### src/hdl/adts_pkg.sv
// Shared types and constants for the ADTS frame encapsulator.
// Used by the front end, the command queue, the back end and the top level.
package adts_pkg;

    localparam int QUEUE_DEPTH = 4;

    localparam logic [16:0] HDR_LEN_EXT   = 17'd7;
    localparam logic [16:0] MAX_FRAME_LEN = 17'h1FFF;
    localparam logic [2:0]  HDR_LAST      = 3'd6;
    localparam logic [7:0]  HDR_SYNC_HI   = 8'hFF;
    localparam logic [7:0]  HDR_SYNC_LO   = 8'hF1;
    localparam logic [7:0]  HDR_TAIL      = 8'hFC;
    localparam logic [4:0]  FULLNESS_HI   = 5'h1F;
    localparam logic [3:0]  FREQ_INVALID  = 4'hF;

    // configuration register indexes
    localparam logic [1:0] REG_OBJECT_TYPE     = 2'd0;
    localparam logic [1:0] REG_FREQUENCY_INDEX = 2'd1;
    localparam logic [1:0] REG_CHANNEL_SETTING = 2'd2;

    localparam logic [4:0] OBJECT_TYPE_RST     = 5'd2;
    localparam logic [3:0] FREQUENCY_INDEX_RST = 4'd4;
    localparam logic [3:0] CHANNEL_SETTING_RST = 4'd2;

    typedef enum logic {
        OP_START = 1'b0,
        OP_BYTE  = 1'b1
    } t_op;

    typedef enum logic [2:0] {
        ST_OK         = 3'd0,
        ST_TOO_LONG   = 3'd1,
        ST_BAD_CONFIG = 3'd2,
        ST_STRAY      = 3'd3,
        ST_TRUNCATED  = 3'd4
    } t_status;

    typedef enum logic {
        KIND_SINGLE = 1'b0,
        KIND_HEADER = 1'b1
    } t_kind;

    // One queued command: a single result, or a seven-byte header expansion.
    typedef struct packed {
        t_kind       kind;
        logic [7:0]  data;
        logic        last;
        t_status     status;
        logic [31:0] hdr_mid;   // header bytes 2..5, byte 2 in the low bits
    } t_cmd;

    typedef struct packed {
        logic [4:0] object_type;
        logic [3:0] frequency_index;
        logic [3:0] channel_setting;
    } t_cfg;

endpackage

### src/hdl/adts_front.sv
// Front end: accepts input items, tracks frame state, classifies each item.
// Produces one queued command per item that yields results. Uses adts_pkg.
module adts_front
    import adts_pkg::*;
(
    input  logic        i_clk,
    input  logic        i_rst_n,
    input  logic        i_accept,
    input  t_op         i_op,
    input  logic [15:0] i_size,
    input  logic [7:0]  i_byte,
    input  t_cfg        i_cfg,
    output logic        o_push,
    output t_cmd        o_cmd
);

    logic [15:0] r_bytes_left, n_bytes_left;
    logic        r_frame_open, n_frame_open;
    logic        r_frame_dropped, n_frame_dropped;

    logic [16:0] full_len;
    logic        too_long;
    logic        bad_cfg;
    logic [1:0]  prof;
    logic [15:0] left_dec;
    logic        emit;

    always_comb begin
        full_len = {1'b0, i_size} + HDR_LEN_EXT;
        too_long = full_len > MAX_FRAME_LEN;
        bad_cfg  = (i_cfg.frequency_index == FREQ_INVALID) || (i_cfg.channel_setting == 4'd0);
        prof     = (i_cfg.object_type == 5'd0) ? 2'd1 : (i_cfg.object_type[1:0] - 2'd1);
        left_dec = r_bytes_left - 16'd1;
    end

    always_comb begin
        n_bytes_left    = r_bytes_left;
        n_frame_open    = r_frame_open;
        n_frame_dropped = r_frame_dropped;
        emit            = 1'b0;
        o_cmd.kind      = KIND_SINGLE;
        o_cmd.data      = 8'd0;
        o_cmd.last      = 1'b0;
        o_cmd.status    = ST_OK;
        o_cmd.hdr_mid   = {
            full_len[2:0], FULLNESS_HI,
            full_len[10:3],
            i_cfg.channel_setting[1:0], 4'd0, full_len[12:11],
            prof, i_cfg.frequency_index, 1'b0, i_cfg.channel_setting[2]
        };
        case (i_op)
            OP_START: begin
                emit         = 1'b1;
                n_bytes_left = i_size;
                n_frame_open = (i_size != 16'd0);
                if (r_frame_open && !r_frame_dropped && (r_bytes_left != 16'd0)) begin
                    o_cmd.status    = ST_TRUNCATED;
                    n_frame_dropped = (i_size != 16'd0);
                end else if (too_long || bad_cfg) begin
                    o_cmd.status    = too_long ? ST_TOO_LONG : ST_BAD_CONFIG;
                    n_frame_dropped = (i_size != 16'd0);
                end else begin
                    o_cmd.kind      = KIND_HEADER;
                    o_cmd.last      = (i_size == 16'd0);
                    n_frame_dropped = 1'b0;
                end
            end
            OP_BYTE: begin
                if (!r_frame_open || (r_bytes_left == 16'd0)) begin
                    emit            = 1'b1;
                    o_cmd.status    = ST_STRAY;
                    n_frame_open    = 1'b0;
                    n_frame_dropped = 1'b0;
                    n_bytes_left    = 16'd0;
                end else begin
                    n_bytes_left = left_dec;
                    if (left_dec == 16'd0) begin
                        n_frame_open    = 1'b0;
                        n_frame_dropped = 1'b0;
                    end
                    // drop bytes of a rejected frame silently
                    emit       = !r_frame_dropped;
                    o_cmd.data = i_byte;
                    o_cmd.last = (left_dec == 16'd0);
                end
            end
            default: begin
                emit = 1'b0;
            end
        endcase
        o_push = i_accept && emit;
    end

    always_ff @(posedge i_clk) begin
        if (!i_rst_n) begin
            r_bytes_left    <= 16'd0;
            r_frame_open    <= 1'b0;
            r_frame_dropped <= 1'b0;
        end else if (i_accept) begin
            r_bytes_left    <= n_bytes_left;
            r_frame_open    <= n_frame_open;
            r_frame_dropped <= n_frame_dropped;
        end
    end

endmodule

### src/hdl/adts_queue.sv
// Command queue between the front end and the back end.
// Small circular buffer of t_cmd entries from adts_pkg.
module adts_queue
    import adts_pkg::*;
#(
    parameter int Depth = QUEUE_DEPTH
) (
    input  logic i_clk,
    input  logic i_rst_n,
    input  logic i_push,
    input  t_cmd i_cmd,
    input  logic i_pop,
    output t_cmd o_cmd,
    output logic o_full,
    output logic o_empty
);

    localparam int PtrW = (Depth > 1) ? $clog2(Depth) : 1;
    localparam int CntW = $clog2(Depth + 1);
    localparam logic [PtrW-1:0] PtrLast = PtrW'(Depth - 1);
    localparam logic [CntW-1:0] CntFull = CntW'(Depth);

    t_cmd            r_mem [Depth];
    logic [PtrW-1:0] r_wr_ptr, n_wr_ptr;
    logic [PtrW-1:0] r_rd_ptr, n_rd_ptr;
    logic [CntW-1:0] r_count, n_count;

    assign o_full  = (r_count == CntFull);
    assign o_empty = (r_count == '0);
    assign o_cmd   = r_mem[r_rd_ptr];

    always_comb begin
        n_wr_ptr = r_wr_ptr;
        n_rd_ptr = r_rd_ptr;
        n_count  = r_count;
        if (i_push) begin
            n_wr_ptr = (r_wr_ptr == PtrLast) ? '0 : r_wr_ptr + 1'b1;
        end
        if (i_pop) begin
            n_rd_ptr = (r_rd_ptr == PtrLast) ? '0 : r_rd_ptr + 1'b1;
        end
        if (i_push && !i_pop) begin
            n_count = r_count + 1'b1;
        end else if (i_pop && !i_push) begin
            n_count = r_count - 1'b1;
        end
    end

    always_ff @(posedge i_clk) begin
        if (i_push) begin
            r_mem[r_wr_ptr] <= i_cmd;
        end
    end

    always_ff @(posedge i_clk) begin
        if (!i_rst_n) begin
            r_wr_ptr <= '0;
            r_rd_ptr <= '0;
            r_count  <= '0;
        end else begin
            r_wr_ptr <= n_wr_ptr;
            r_rd_ptr <= n_rd_ptr;
            r_count  <= n_count;
        end
    end

endmodule

### src/hdl/adts_back.sv
// Back end: expands queued commands into output items, one per cycle unless
// the output stalls. A header gives seven items, others one. Uses adts_pkg.
module adts_back
    import adts_pkg::*;
(
    input  logic       i_clk,
    input  logic       i_rst_n,
    input  t_cmd       i_cmd,
    input  logic       i_empty,
    output logic       o_pop,
    input  logic       i_m_tready,
    output logic       o_m_tvalid,
    output logic [7:0] o_m_tdata,
    output logic       o_m_tlast,
    output logic [2:0] o_m_tuser
);

    logic       r_tvalid, n_tvalid;
    logic [7:0] r_tdata, n_tdata;
    logic       r_tlast, n_tlast;
    t_status    r_tuser, n_tuser;
    logic [2:0] r_idx, n_idx;
    logic       load;

    assign load = !i_empty && (!r_tvalid || i_m_tready);

    always_comb begin
        n_tvalid = r_tvalid;
        n_tdata  = r_tdata;
        n_tlast  = r_tlast;
        n_tuser  = r_tuser;
        n_idx    = r_idx;
        o_pop    = 1'b0;
        if (r_tvalid && i_m_tready) begin
            n_tvalid = 1'b0;
        end
        if (load) begin
            n_tvalid = 1'b1;
            n_tuser  = i_cmd.status;
            if (i_cmd.kind == KIND_HEADER) begin
                case (r_idx)
                    3'd0:    n_tdata = HDR_SYNC_HI;
                    3'd1:    n_tdata = HDR_SYNC_LO;
                    3'd2:    n_tdata = i_cmd.hdr_mid[7:0];
                    3'd3:    n_tdata = i_cmd.hdr_mid[15:8];
                    3'd4:    n_tdata = i_cmd.hdr_mid[23:16];
                    3'd5:    n_tdata = i_cmd.hdr_mid[31:24];
                    default: n_tdata = HDR_TAIL;
                endcase
                n_tlast = (r_idx == HDR_LAST) && i_cmd.last;
                // advance through the header, pop after the last header byte
                if (r_idx == HDR_LAST) begin
                    o_pop = 1'b1;
                    n_idx = 3'd0;
                end else begin
                    n_idx = r_idx + 3'd1;
                end
            end else begin
                n_tdata = i_cmd.data;
                n_tlast = i_cmd.last;
                o_pop   = 1'b1;
            end
        end
    end

    always_ff @(posedge i_clk) begin
        if (!i_rst_n) begin
            r_tvalid <= 1'b0;
            r_idx    <= 3'd0;
        end else begin
            r_tvalid <= n_tvalid;
            r_idx    <= n_idx;
        end
    end

    always_ff @(posedge i_clk) begin
        r_tdata <= n_tdata;
        r_tlast <= n_tlast;
        r_tuser <= n_tuser;
    end

    assign o_m_tvalid = r_tvalid;
    assign o_m_tdata  = r_tdata;
    assign o_m_tlast  = r_tlast;
    assign o_m_tuser  = r_tuser;

endmodule

### src/hdl/adts_frame_encapsulator_unit.sv
// ADTS frame encapsulator: top level with configuration registers.
// Instantiates adts_front, adts_queue and adts_back; uses adts_pkg.
//
// Input stream: tuser is the op (0 frame start, 1 payload byte); tdata holds
// the payload size in bits 15:0 and the payload byte in bits 23:16.
// Output stream: tdata is the ADTS byte, tlast marks the last byte of a
// frame, tuser is the status (0 ok, 1 too long, 2 bad config, 3 stray byte,
// 4 truncated frame; tdata is 0 on an error item).
// An item's results pass through the command queue and then the output register.
// Throughput: one input item per cycle while the queue is not full; a
// good frame start occupies the output for seven header bytes, so the
// command queue fills and the input stalls until the header is out.
// Items of a dropped frame produce nothing and likewise pass at one per cycle.
// A stalled output holds its item; the front keeps accepting until the
// queue is full. Reset clears the frame state, the queue and the output
// valid, and loads the register defaults (object type 2, frequency index 4,
// channel configuration 2). Registers are written over APB at 0x0, 0x4, 0x8.
module adts_frame_encapsulator_unit
    import adts_pkg::*;
#(
    parameter int QueueDepth = QUEUE_DEPTH
) (
    input  logic        i_clk,
    input  logic        i_rst_n,
    // input stream
    input  logic        i_s_tvalid,
    output logic        o_s_tready,
    input  logic [23:0] i_s_tdata,   // [15:0] frame_size, [23:16] payload_byte
    input  logic        i_s_tuser,   // [0] op
    // output stream
    output logic        o_m_tvalid,
    input  logic        i_m_tready,
    output logic [7:0]  o_m_tdata,   // [7:0] out_byte
    output logic        o_m_tlast,
    output logic [2:0]  o_m_tuser,   // [2:0] status
    // configuration
    input  logic        psel,
    input  logic        penable,
    input  logic        pwrite,
    input  logic [3:0]  paddr,
    input  logic [31:0] pwdata,
    output logic [31:0] prdata,
    output logic        pready
);

    t_cfg r_cfg;
    logic cfg_wr;
    logic accept;
    logic push;
    logic pop;
    logic full;
    logic empty;
    t_cmd push_cmd;
    t_cmd head_cmd;

    assign pready = 1'b1;
    assign cfg_wr = psel && penable && pwrite && pready;

    always_ff @(posedge i_clk) begin
        if (!i_rst_n) begin
            r_cfg.object_type     <= OBJECT_TYPE_RST;
            r_cfg.frequency_index <= FREQUENCY_INDEX_RST;
            r_cfg.channel_setting <= CHANNEL_SETTING_RST;
        end else if (cfg_wr) begin
            case (paddr[3:2])
                REG_OBJECT_TYPE:     r_cfg.object_type     <= pwdata[4:0];
                REG_FREQUENCY_INDEX: r_cfg.frequency_index <= pwdata[3:0];
                REG_CHANNEL_SETTING: r_cfg.channel_setting <= pwdata[3:0];
                default: begin
                    r_cfg <= r_cfg;
                end
            endcase
        end
    end

    always_comb begin
        case (paddr[3:2])
            REG_OBJECT_TYPE:     prdata = {27'd0, r_cfg.object_type};
            REG_FREQUENCY_INDEX: prdata = {28'd0, r_cfg.frequency_index};
            REG_CHANNEL_SETTING: prdata = {28'd0, r_cfg.channel_setting};
            default:             prdata = 32'd0;
        endcase
    end

    assign o_s_tready = !full;
    assign accept     = i_s_tvalid && o_s_tready;

    adts_front u_front (
        .i_clk    (i_clk),
        .i_rst_n  (i_rst_n),
        .i_accept (accept),
        .i_op     (t_op'(i_s_tuser)),
        .i_size   (i_s_tdata[15:0]),
        .i_byte   (i_s_tdata[23:16]),
        .i_cfg    (r_cfg),
        .o_push   (push),
        .o_cmd    (push_cmd)
    );

    adts_queue #(
        .Depth (QueueDepth)
    ) u_queue (
        .i_clk   (i_clk),
        .i_rst_n (i_rst_n),
        .i_push  (push),
        .i_cmd   (push_cmd),
        .i_pop   (pop),
        .o_cmd   (head_cmd),
        .o_full  (full),
        .o_empty (empty)
    );

    adts_back u_back (
        .i_clk      (i_clk),
        .i_rst_n    (i_rst_n),
        .i_cmd      (head_cmd),
        .i_empty    (empty),
        .o_pop      (pop),
        .i_m_tready (i_m_tready),
        .o_m_tvalid (o_m_tvalid),
        .o_m_tdata  (o_m_tdata),
        .o_m_tlast  (o_m_tlast),
        .o_m_tuser  (o_m_tuser)
    );

endmodule

### config.mk
export PLATFORM = sky130hd
export DESIGN_NAME = adts_frame_encapsulator_unit
export DESIGN_NICKNAME = d
export VERILOG_FILES = /design/src/hdl/adts_pkg.sv /design/src/hdl/adts_front.sv /design/src/hdl/adts_queue.sv /design/src/hdl/adts_back.sv /design/src/hdl/adts_frame_encapsulator_unit.sv
export SDC_FILE = /design/constraint.sdc
export NUM_CORES = 1
export LEC_CHECK = 0
export BUFFER_PORTS_ARGS = -buffer_cell sky130_fd_sc_hd__buf_2
export CAP_MARGIN = 20
export CORE_MARGIN = 10
export CORE_UTILIZATION = 50
export CTS_BUF_LIST = sky130_fd_sc_hd__clkbuf_8 sky130_fd_sc_hd__clkbuf_16
export DETAILED_ROUTE_END_ITERATION = 8
export PLACE_DENSITY = 0.77
export REMOVE_ABC_BUFFERS = 1
export SYNTH_ARGS = -nofsm -noshare
export SYNTH_HDL_FRONTEND = slang
export SYNTH_SLANG_ARGS = --single-unit
export TNS_END_PERCENT = 10
### constraint.sdc
create_clock -name i_clk -period 3.3 [get_ports i_clk]
set_input_delay 0.33 -clock i_clk [delete_from_list [all_inputs] [get_ports i_clk]]
set_output_delay 0.33 -clock i_clk [all_outputs]
set_load 0.02 [all_outputs]
==> results of run 1 <==
logic make-up (layout without fill, tap and decap cells):
group / count (synthesis) / after routing / share of synthesized area (%)
buffers and inverters: 91 / 137 / 5.22
muxes: 60 / 60 / 11.3
AOI/OAI and AO/OA: 126 / 126 / 9.69
xor gates and xnor gates: 15 / 15 / 1.43
other: 2 / 28 / 0.0818
DFF: 196 / 196 / 59.3
adders and majority gates: 13 / 13 / 1.85
and+or+nand+nor: 175 / 175 / 11.1
layer usage:
metal / share of wire, % / wire length (um)
met1: 42 / 8240
met2: 49 / 9730
met3: 6.5 / 1290
met4: 2.2 / 427
met5: 0 / 0
worst max-delay path: stages, from the launching register on:
cell and delay (ps):
dfxtp_1 310, inv_1 70, ha_1 160, or4b_1 490, nand4bb_1 230, and2_1 200, a21oi_4 170, ha_1 210
inv_1 60, fa_1 380, xor2_1 170, or3_1 310, a21boi_0 170
stage by stage:
step / util [%] / setup TNS (ps) / cells / cell area (um2)
2_1_floorplan: - / -16650 / 640 / 8900
3_3_place_gp: 53.6 / 0 / 947 / 9670
3_5_place_dp: 53.6 / 0 / 947 / 9670
4_1_cts: 56.7 / 0 / 979 / 10200
5_1_grt: 56.7 / 0 / 979 / 10200
6_report: 56.7 / 0 / 979 / 10200
cells in the mapped netlist, drive strengths merged (3+ instances only):
master / count
xor2: 7
o2bb2ai: 3
mux4: 35
or3: 3
o221ai: 3
o22ai: 7
buf: 42
o211a: 6
nand2: 27
inv: 27
nand4: 9
clkbuf: 22
and2: 8
nor2: 27
a22oi: 10
a211oi: 5
xnor2: 8
ha: 12
mux2i: 25
edfxtp: 152
nor3b: 8
nor2b: 34
nand3: 11
dfxtp: 44
o22a: 7
nor3: 13
nor4b: 3
a21boi: 7
o21a: 3
o21ai: 24
a21oi: 26
nor4: 8
and3: 13
power by group:
| part | internal (W) | switching [W] | total [W] |
|---|---|---|---|
| Sequential | 0.00306 | 0.000154 | 0.00322 |
| Clock | 0.00109 | 0.000840 | 0.00193 |
| Combinational | 0.000891 | 0.00118 | 0.00207 |
| Total | 0.00505 | 0.00217 | 0.00722 |
placed cells by master, fill, tap and decap left out, types with 8 or more instances in the layout:
cell	instances
a21oi_1	25
a22oi_1	10
and3_1	12
buf_2	57
buf_4	18
clkbuf_16	17
conb_1	28
dfxtp_1	43
edfxtp_1	152
ha_1	12
inv_1	31
mux2i_1	25
mux4_2	35
nand2_1	27
nand3_1	11
nand4_1	8
nor2_1	27
nor2b_1	34
nor3_1	12
o21ai_0	23
xnor2_1	8
state kept, by name, indices dropped and copies added, names as in the netlist, 2 cells and up, named ones only:
| name | cells |
|---|---|
| u_queue.r_mem | 140 |
| u_front.r_bytes_left | 16 |
| r_cfg | 13 |
| u_back.o_m_tdata | 8 |
| u_back.o_m_tuser | 3 |
| u_back.r_idx | 3 |
| u_queue.r_count | 3 |
| u_queue.r_rd_ptr | 2 |
| u_queue.r_wr_ptr | 2 |
area by class of cell:
type | count | area share, %
well taps | 229 | 2.80
repair buffers | 78 | 4.70
clock buffers | 17 | 4.16
clock inverters | 15 | 1.24
inverters | 27 | 0.992
multi-input cells | 417 | 32.8
flip-flops and latches | 196 | 53.3
worst paths after layout:
path,start,to,cells after the start
worst max-delay path,u_front.r_bytes_left[1],u_queue.r_count[2],12
worst min-delay path,pwdata[4],r_cfg[12],3
worst max register to register,u_front.r_bytes_left[1],u_queue.r_count[2],12
worst min register to register,u_back.o_m_tvalid,u_back.o_m_tvalid,2
==> impl_metrics.tcl, run 1 <==
set metrics [dict create \
    pwr_density_cell_nw_per_um2 707 \
    vdd_ir_drop_max_uv 409 \
    clockBufferDepth 2 \
    cts_root_buf "clkbuf_16" \
    relSlewSlack_pct 44.7 \
    yosysTopAreaCell "edfxtp_1" \
    avgRoutedWirePerCell_um 20.1 \
    clock_sinks 196 \
    p_leak_nw 3.64 \
    cts_setup_buffers 0 \
    hold_class "input pin to flip-flop" \
    cts_tree "done" \
    seq_area_um2 5450 \
    die_h_um 156 \
    status "completed" \
    synthTopCellsByArea "edfxtp_1 (50%), dfxtp_1 (9.6%), mux4_2 (8.6%)" \
    r2r_setup_slack_ps 280 \
    layout-drive-gt1-share_pct 20.5 \
    hold_viol_final 0 \
    grt_pass1_wl_um 31400 \
    cts_resized 0 \
    worstMarginPinSlew_ps 819 \
    setup_violations 0 \
    async_reset_ff_share_pct 0 \
    synthCells 678 \
    synth_top_area_share_pct 49.7 \
    use_met2_pct 27.5 \
    arrival_ps 3370 \
    antenna_left 0 \
    criticalPathCategory "flip-flop to flip-flop" \
    critPathMaxFanout 3 \
    io_pins 115 \
    yosysSeqAreaShare_pct 59.3 \
    critPathRequiredTime_ps 3650 \
    drv_cap 0 \
    clk_pin_slew_ps 70 \
    die-area_um2 24200 \
    antenna_found_initial 0 \
    nNetsFinal 818 \
    dr.pass1.iters 5 \
    fp.coreArea_um2 18000 \
    via_per_inst 5.88 \
    multi_input_area_um2 3350 \
    cts_hold_buf 0 \
    yosys_register_bits 196 \
    syn_avg_cell_area_um2 13.5 \
    synth_edf_count 152 \
    drc 0 \
    max_freq_mhz 331 \
    finClkSkew_ps 9.41 \
    n_fill_cell 1435 \
    drt-total-wl_um 19700 \
    gp_congestion 0.876 \
    clk_latency_ps 430 \
    grt_busiest_layer "met2" \
    rsz0062_at_grt "false" \
    diodes 0 \
    grt_util_met3_pct 3.83 \
    hpwl_um 13400 \
    post-route-period-util_pct 91.5 \
    die_w_um 156 \
    via_count 5752 \
    start_util_pct 50.9 \
    area_growth_pct 11.3 \
    grt_max_degree 44 \
    synth_cell_type_count 71 \
    ys.flop_type "edfxtp_1" \
    grt_usage_pct 16.5 \
    use_met1_pct 20.3 \
    syn_area_um2 9180 \
    cts_inserted_buffers 17 \
    period_needed_ps 3020 \
    drtIter0Drc 521 \
    setup_ws_ps 281 \
    dp_slack_ps 297 \
    htreeDepth 4 \
    power_w 0.00722 \
    hold_slack_ps 154 \
    startpoint_type "flip-flop" \
    gr-total-overflow 0 \
    endpoint_kind "flip-flop" \
    yosys_warnings 0 \
    grt_pass1_vias 5956 \
    portBuffers 57 \
    maxSlewViolCount 0 \
    rows 49 \
]
No activity file was read; power rests on OpenSTA's default activity.
==> inputs of run 2 (changes only) <==
--- a/config.mk
+++ b/config.mk
@@ -6,12 +6,11 @@
 export NUM_CORES = 1
 export LEC_CHECK = 0
 export BUFFER_PORTS_ARGS = -buffer_cell sky130_fd_sc_hd__buf_2
-export CAP_MARGIN = 20
 export CORE_MARGIN = 10
 export CORE_UTILIZATION = 50
 export CTS_BUF_LIST = sky130_fd_sc_hd__clkbuf_8 sky130_fd_sc_hd__clkbuf_16
 export DETAILED_ROUTE_END_ITERATION = 8
-export PLACE_DENSITY = 0.77
+export PLACE_DENSITY = 0.74
 export REMOVE_ABC_BUFFERS = 1
 export SYNTH_ARGS = -nofsm -noshare
 export SYNTH_HDL_FRONTEND = slang
==> constraint.sdc (replaced) <==
create_clock -name i_clk -period 3.8 [get_ports i_clk]
set_input_delay 0.38 -clock i_clk [delete_from_list [all_inputs] [get_ports i_clk]]
set_output_delay 0.38 -clock i_clk [all_outputs]
set_load 0.02 [all_outputs]
==> run 2 against run 1 <==
Die area did not move. Clock power fell by 8%. Maximum frequency fell by 11%. Highest routed layer unchanged. Worst hold slack improved by 59 ps. Critical path depth did not move. Global-route usage rose by 0.24 points. Via count rose by 0.73%.
==> impl_metrics.tcl, run 2 (synthesized netlist as in run 1, its figures left out) <==
set metrics [dict create \
    n_fill_cell 1465 \
    fin_tns_setup_ps 0 \
    top_regs "u_queue.r_mem (140), u_front.r_bytes_left (16), r_cfg (13)" \
    rsz0062_at_grt "false" \
    die-area_um2 24200 \
    max_freq_mhz 293 \
    endpoint_kind "flip-flop" \
    grt_pass1_vias 5954 \
    relSlewSlack_pct 25.4 \
    clockBufferDepth 2 \
    cts_resized 0 \
    placed_cells 938 \
    hold_start "pwdata[1]" \
    diodes 0 \
    largest-register "u_queue.r_mem" \
    setup_violations 0 \
    nNetsFinal 809 \
    slowest_delay_ps 480 \
    fp.coreArea_um2 18000 \
    startpoint_type "flip-flop" \
    critPathMaxFanout 11 \
    p_leak_nw 3.59 \
    setup_ws_ps 392 \
    worstHoldPathCells 3 \
    crit_buf_inv 2 \
    period_needed_ps 3410 \
    grt_usage_pct 16.7 \
    grt_pass1_wl_um 32200 \
    die_h_um 156 \
    gp_congestion 0.870 \
    die_w_um 156 \
    drc 0 \
    multi_input_area_um2 3350 \
    status "completed" \
    dr.pass1.iters 5 \
    criticalPathCategory "flip-flop to flip-flop" \
    worstMarginPinSlew_ps 1110 \
    clk_latency_ps 430 \
    dp_slack_ps 420 \
    hpwl_um 13500 \
    pwr_density_cell_nw_per_um2 624 \
    io_pins 115 \
    r2r_setup_slack_ps 390 \
    final_cell_mix "edfxtp_1 (152), buf_2 (57), dfxtp_1 (43), mux4_2 (35), nor2b_1 (34)" \
    cts_root_buf "clkbuf_16" \
    worstReg2RegStart "u_front.r_bytes_left[0]" \
    hold_viol_final 0 \
    rows 49 \
    antenna_left 0 \
    via_per_inst 5.97 \
    largest_register_ffs 140 \
    rr_endpoint "u_queue.r_count[2]" \
    vdd_ir_drop_max_uv 422 \
    antenna_found_initial 0 \
    slowest_stage "or4b_1" \
    drt-total-wl_um 20300 \
    layout-drive-gt1-share_pct 20.1 \
    gr-total-overflow 0 \
    finClkSkew_ps 10.8 \
    cts_inserted_buffers 17 \
    seq_area_um2 5450 \
    cp_top_family "simple AND/OR/NAND/NOR gates" \
    layout.cells.non_filler 970 \
    htreeDepth 4 \
    hold_class "input pin to flip-flop" \
    mostFrequentLayoutCell "edfxtp_1" \
    via_count 5794 \
    cts_tree "done" \
    crit_chain "inv_1 -> ha_1 -> or4b_1 -> nand4bb_1 -> and2_1 -> a21oi_4 -> ha_1 -> inv_1 -> fa_1 -> xor2_1 -> or3_1 -> a21boi_0" \
    avgRoutedWirePerCell_um 21.0 \
    arrival_ps 3740 \
    cts_setup_buffers 0 \
    drtIter0Drc 600 \
    critPathRequiredTime_ps 4130 \
    clock_sinks 196 \
    clk_pin_slew_ps 70 \
    post-route-period-util_pct 89.7 \
    drv_cap 0 \
    grt_max_degree 44 \
    area_growth_pct 10.6 \
    portBuffers 57 \
    whs_endpoint "r_cfg[9]" \
    reg2regPathDepth 12 \
    start_util_pct 50.9 \
    cts_hold_buf 0 \
    maxSlewViolCount 0 \
]
run 2: cell types whose count changed in the layout (fill, tap and decap cells not counted), sizes merged:
cell	delta
buf	-9
clkbuf	+4
clkinv	-4
clkinvlp	+2
inv	-2
run 2: layout make-up:
type / count / share of cell area [%]
inverters: 27 / 0.998
clock buffers: 21 / 4.73
well taps: 229 / 2.82
clock inverters: 11 / 1.11
multi-input cells: 417 / 33.0
flip-flops and latches: 196 / 53.6
repair buffers: 69 / 3.70
run 2: worst max-delay path by stage:
| stage | start | endpoint | slack [ps] | depth (start not counted) |
|---|---|---|---|---|
| 5_1_grt | u_front.r_bytes_left[0] | u_queue.r_count[2] | 250 | 12 |
| 4_1_cts | u_front.r_bytes_left[0] | u_queue.r_count[2] | 400 | 12 |
| 3_5_place_dp | u_front.r_bytes_left[0] | u_queue.r_count[2] | 420 | 12 |
| 6_report | u_front.r_bytes_left[0] | u_queue.r_count[2] | 390 | 12 |
| 3_3_place_gp | u_front.r_bytes_left[0] | u_queue.r_count[2] | 610 | 12 |
| 2_1_floorplan | flip-flop | u_queue.r_count[2] | 10 | 10 |
run 2: stage by stage:
stage | instance area [um2] | hold slack [ps] | power [W] | util (%)
floorplan | 8900 | 442 | 0.00407 | -
global placement | 9560 | 464 | 0.00455 | 53.1
detailed placement | 9560 | 501 | 0.00461 | 53.1
CTS | 10200 | 203 | 0.00639 | 56.4
global route | 10200 | 220 | 0.00664 | 56.4
finish | 10200 | 213 | 0.00634 | 56.4
run 2: routing by layer:
| metal | vias up | routed length (um) | global-route usage (%) |
|---|---|---|---|
| met5 | - | 0 | 0 |
| met4 | 0 | 321 | 5.21 |
| met3 | 32 | 1510 | 4.33 |
| met2 | 226 | 10000 | 27.1 |
| met1 | 2895 | 8490 | 21.6 |
| li1 | 2641 | - | - |
run 2: where the power goes:
part	internal (W)	total, W	switching (W)
clock	0.00103	0.00178	0.000751
combinational	0.000732	0.00174	0.00101
sequential	0.00266	0.00281	0.000151
total	0.00443	0.00634	0.00191
run 2: worst reg2reg max path, cell delays in order (launching register included):
cell	delay, ps
dfxtp_1	420
inv_1	110
ha_1	180
or4b_1	480
nand4bb_1	250
and2_1	220
a21oi_4	280
ha_1	240
inv_1	60
fa_1	370
xor2_1	160
or3_1	300
a21boi_0	240
==> inputs of run 3 (changes only) <==
--- a/config.mk
+++ b/config.mk
@@ -5,7 +5,7 @@
 export SDC_FILE = /design/constraint.sdc
 export NUM_CORES = 1
 export LEC_CHECK = 0
-export BUFFER_PORTS_ARGS = -buffer_cell sky130_fd_sc_hd__buf_2
+export BUFFER_PORTS_ARGS = -buffer_cell sky130_fd_sc_hd__buf_4
 export CORE_MARGIN = 10
 export CORE_UTILIZATION = 50
 export CTS_BUF_LIST = sky130_fd_sc_hd__clkbuf_8 sky130_fd_sc_hd__clkbuf_16
==> run 3 against run 2 <==
Die area stayed put. Wire length hardly changed. Via count is 1.3% lower. Combinational power is 5% higher. Highest routed layer unchanged. Clock skew is 0.84 ps lower. Clock power is 3% lower. Utilization is 0.85 points higher. Critical path depth stayed put. Critical endpoint unchanged. First-iteration DRC count is 30% lower.
==> impl_metrics.tcl, run 3 (synthesized netlist as in run 1, its figures left out) <==
set metrics [dict create \
    p_leak_nw 3.63 \
    clk_latency_ps 430 \
    die-area_um2 24200 \
    portBuffers 57 \
    clockBufferDepth 2 \
    slowest_delay_ps 490 \
    via_per_inst 5.90 \
    cts_inserted_buffers 17 \
    clk_pin_slew_ps 70 \
    rsz0062_at_grt "false" \
    avgRoutedWirePerCell_um 21.0 \
    cts_root_buf "clkbuf_16" \
    cp_top_family "simple AND/OR/NAND/NOR gates" \
    placed_cells 938 \
    cts_setup_buffers 0 \
    status "completed" \
    endpoint_kind "flip-flop" \
    dr.pass1.iters 5 \
    cts_hold_buf 0 \
    post-route-period-util_pct 93.7 \
    slowest_stage "or4b_1" \
    hpwl_um 13800 \
    crit_buf_inv 2 \
    die_w_um 156 \
    grt_max_degree 44 \
    critPathMaxFanout 11 \
    htreeDepth 4 \
    criticalPathCategory "flip-flop to flip-flop" \
    die_h_um 156 \
    gp_congestion 0.872 \
    io_pins 115 \
    hold_class "input pin to flip-flop" \
    largest_register_ffs 140 \
    worstMarginPinSlew_ps 941 \
    max_freq_mhz 281 \
    final_cell_mix "edfxtp_1 (152), buf_4 (66), dfxtp_1 (43), mux4_2 (35), nor2b_1 (34)" \
    crit_chain "inv_1 -> ha_1 -> or4b_1 -> nand4bb_1 -> and2_1 -> a21oi_4 -> ha_1 -> inv_1 -> fa_1 -> xor2_1 -> or3_1 -> a21boi_0" \
    drtIter0Drc 419 \
    cts_resized 0 \
    fp.coreArea_um2 18000 \
    setup_violations 0 \
    finClkSkew_ps 9.94 \
    area_growth_pct 12.3 \
    grt_pass1_vias 6080 \
    via_count 5719 \
    clock_sinks 196 \
    drt-total-wl_um 20400 \
    startpoint_type "flip-flop" \
    arrival_ps 3890 \
    layout-drive-gt1-share_pct 19.8 \
    largest-register "u_queue.r_mem" \
    drc 0 \
    pwr_density_cell_nw_per_um2 617 \
    diodes 0 \
    gr-total-overflow 0 \
    relSlewSlack_pct 36.7 \
    drv_cap 0 \
    top_regs "u_queue.r_mem (140), u_front.r_bytes_left (16), r_cfg (13)" \
    nNetsFinal 809 \
    mostFrequentLayoutCell "edfxtp_1" \
    antenna_left 0 \
    layout.cells.non_filler 970 \
    vdd_ir_drop_max_uv 476 \
    grt_usage_pct 17.2 \
    start_util_pct 50.9 \
    cts_tree "done" \
    critPathRequiredTime_ps 4130 \
    grt_pass1_wl_um 32500 \
    fin_tns_setup_ps 0 \
    hold_viol_final 0 \
    rows 49 \
    antenna_found_initial 0 \
    period_needed_ps 3560 \
    maxSlewViolCount 0 \
]
[run 3: cell types whose count changed in the layout (fill, tap and decap cells not counted), sizes merged]
cell	delta
clkbuf	-4
inv	+1
clkinv	+3
[run 3: path summary, 6_finish.rpt]
| kind | startpoint | slack, ps | endpoint | cells after the start |
|---|---|---|---|---|
| max | u_front.r_bytes_left[0] | 240 | u_queue.r_count[2] | 12 |
| min | pwdata[2] | 200 | r_cfg[6] | 3 |
| max reg2reg | u_front.r_bytes_left[0] | 240 | u_queue.r_count[2] | 12 |
| min reg2reg | u_back.o_m_tvalid | 490 | u_back.o_m_tvalid | 2 |
[run 3: tightest hold or removal path: cells and delay by family]
| kind | cells | cell delay [ps] |
|---|---|---|
| buf+inv | 1 | 90 |
| mux | 1 | 60 |
| simple gates | 1 | 60 |
[run 3: power by group]
part	switching, W	internal [W]
clock	0.000755	0.000961
sequential	0.000153	0.00266
combinational	0.00103	0.000800
[run 3: layout make-up]
class | instances | area (um2)
flip-flops and latches | 196 | 5450
inverters | 27 | 101
clock inverters | 15 | 141
fillers | 1449 | 7710
repair buffers | 69 | 556
clock buffers | 17 | 425
well taps | 229 | 287
multi-input cells | 417 | 3350
[run 3: metal layers]
layer  routed length (um)  vias up  share of wire [%]  global-route usage (%)
met5                    0        -                  0                       0
met4                  480        0                2.4                    6.73
met3                 1100       36                5.4                    3.42
met2                10000      202                 49                    27.9
met1                 8730     2832                 43                    22.2
li1                     -     2649                  -                       -
[run 3: stage by stage]
| step | instance area, um2 | setup slack [ps] | power [W] | utilization, % | hold slack [ps] |
|---|---|---|---|---|---|
| finish | 10300 | 240 | 0.00636 | 57.2 | 196 |
| global route | 10300 | 14.1 | 0.00670 | 57.2 | 195 |
| CTS | 10300 | 232 | 0.00642 | 57.2 | 183 |
| detailed placement | 9740 | 263 | 0.00470 | 54.1 | 477 |
| global placement | 9740 | 491 | 0.00465 | 54.1 | 466 |
| floorplan | 8900 | 10.5 | 0.00407 | - | 442 |
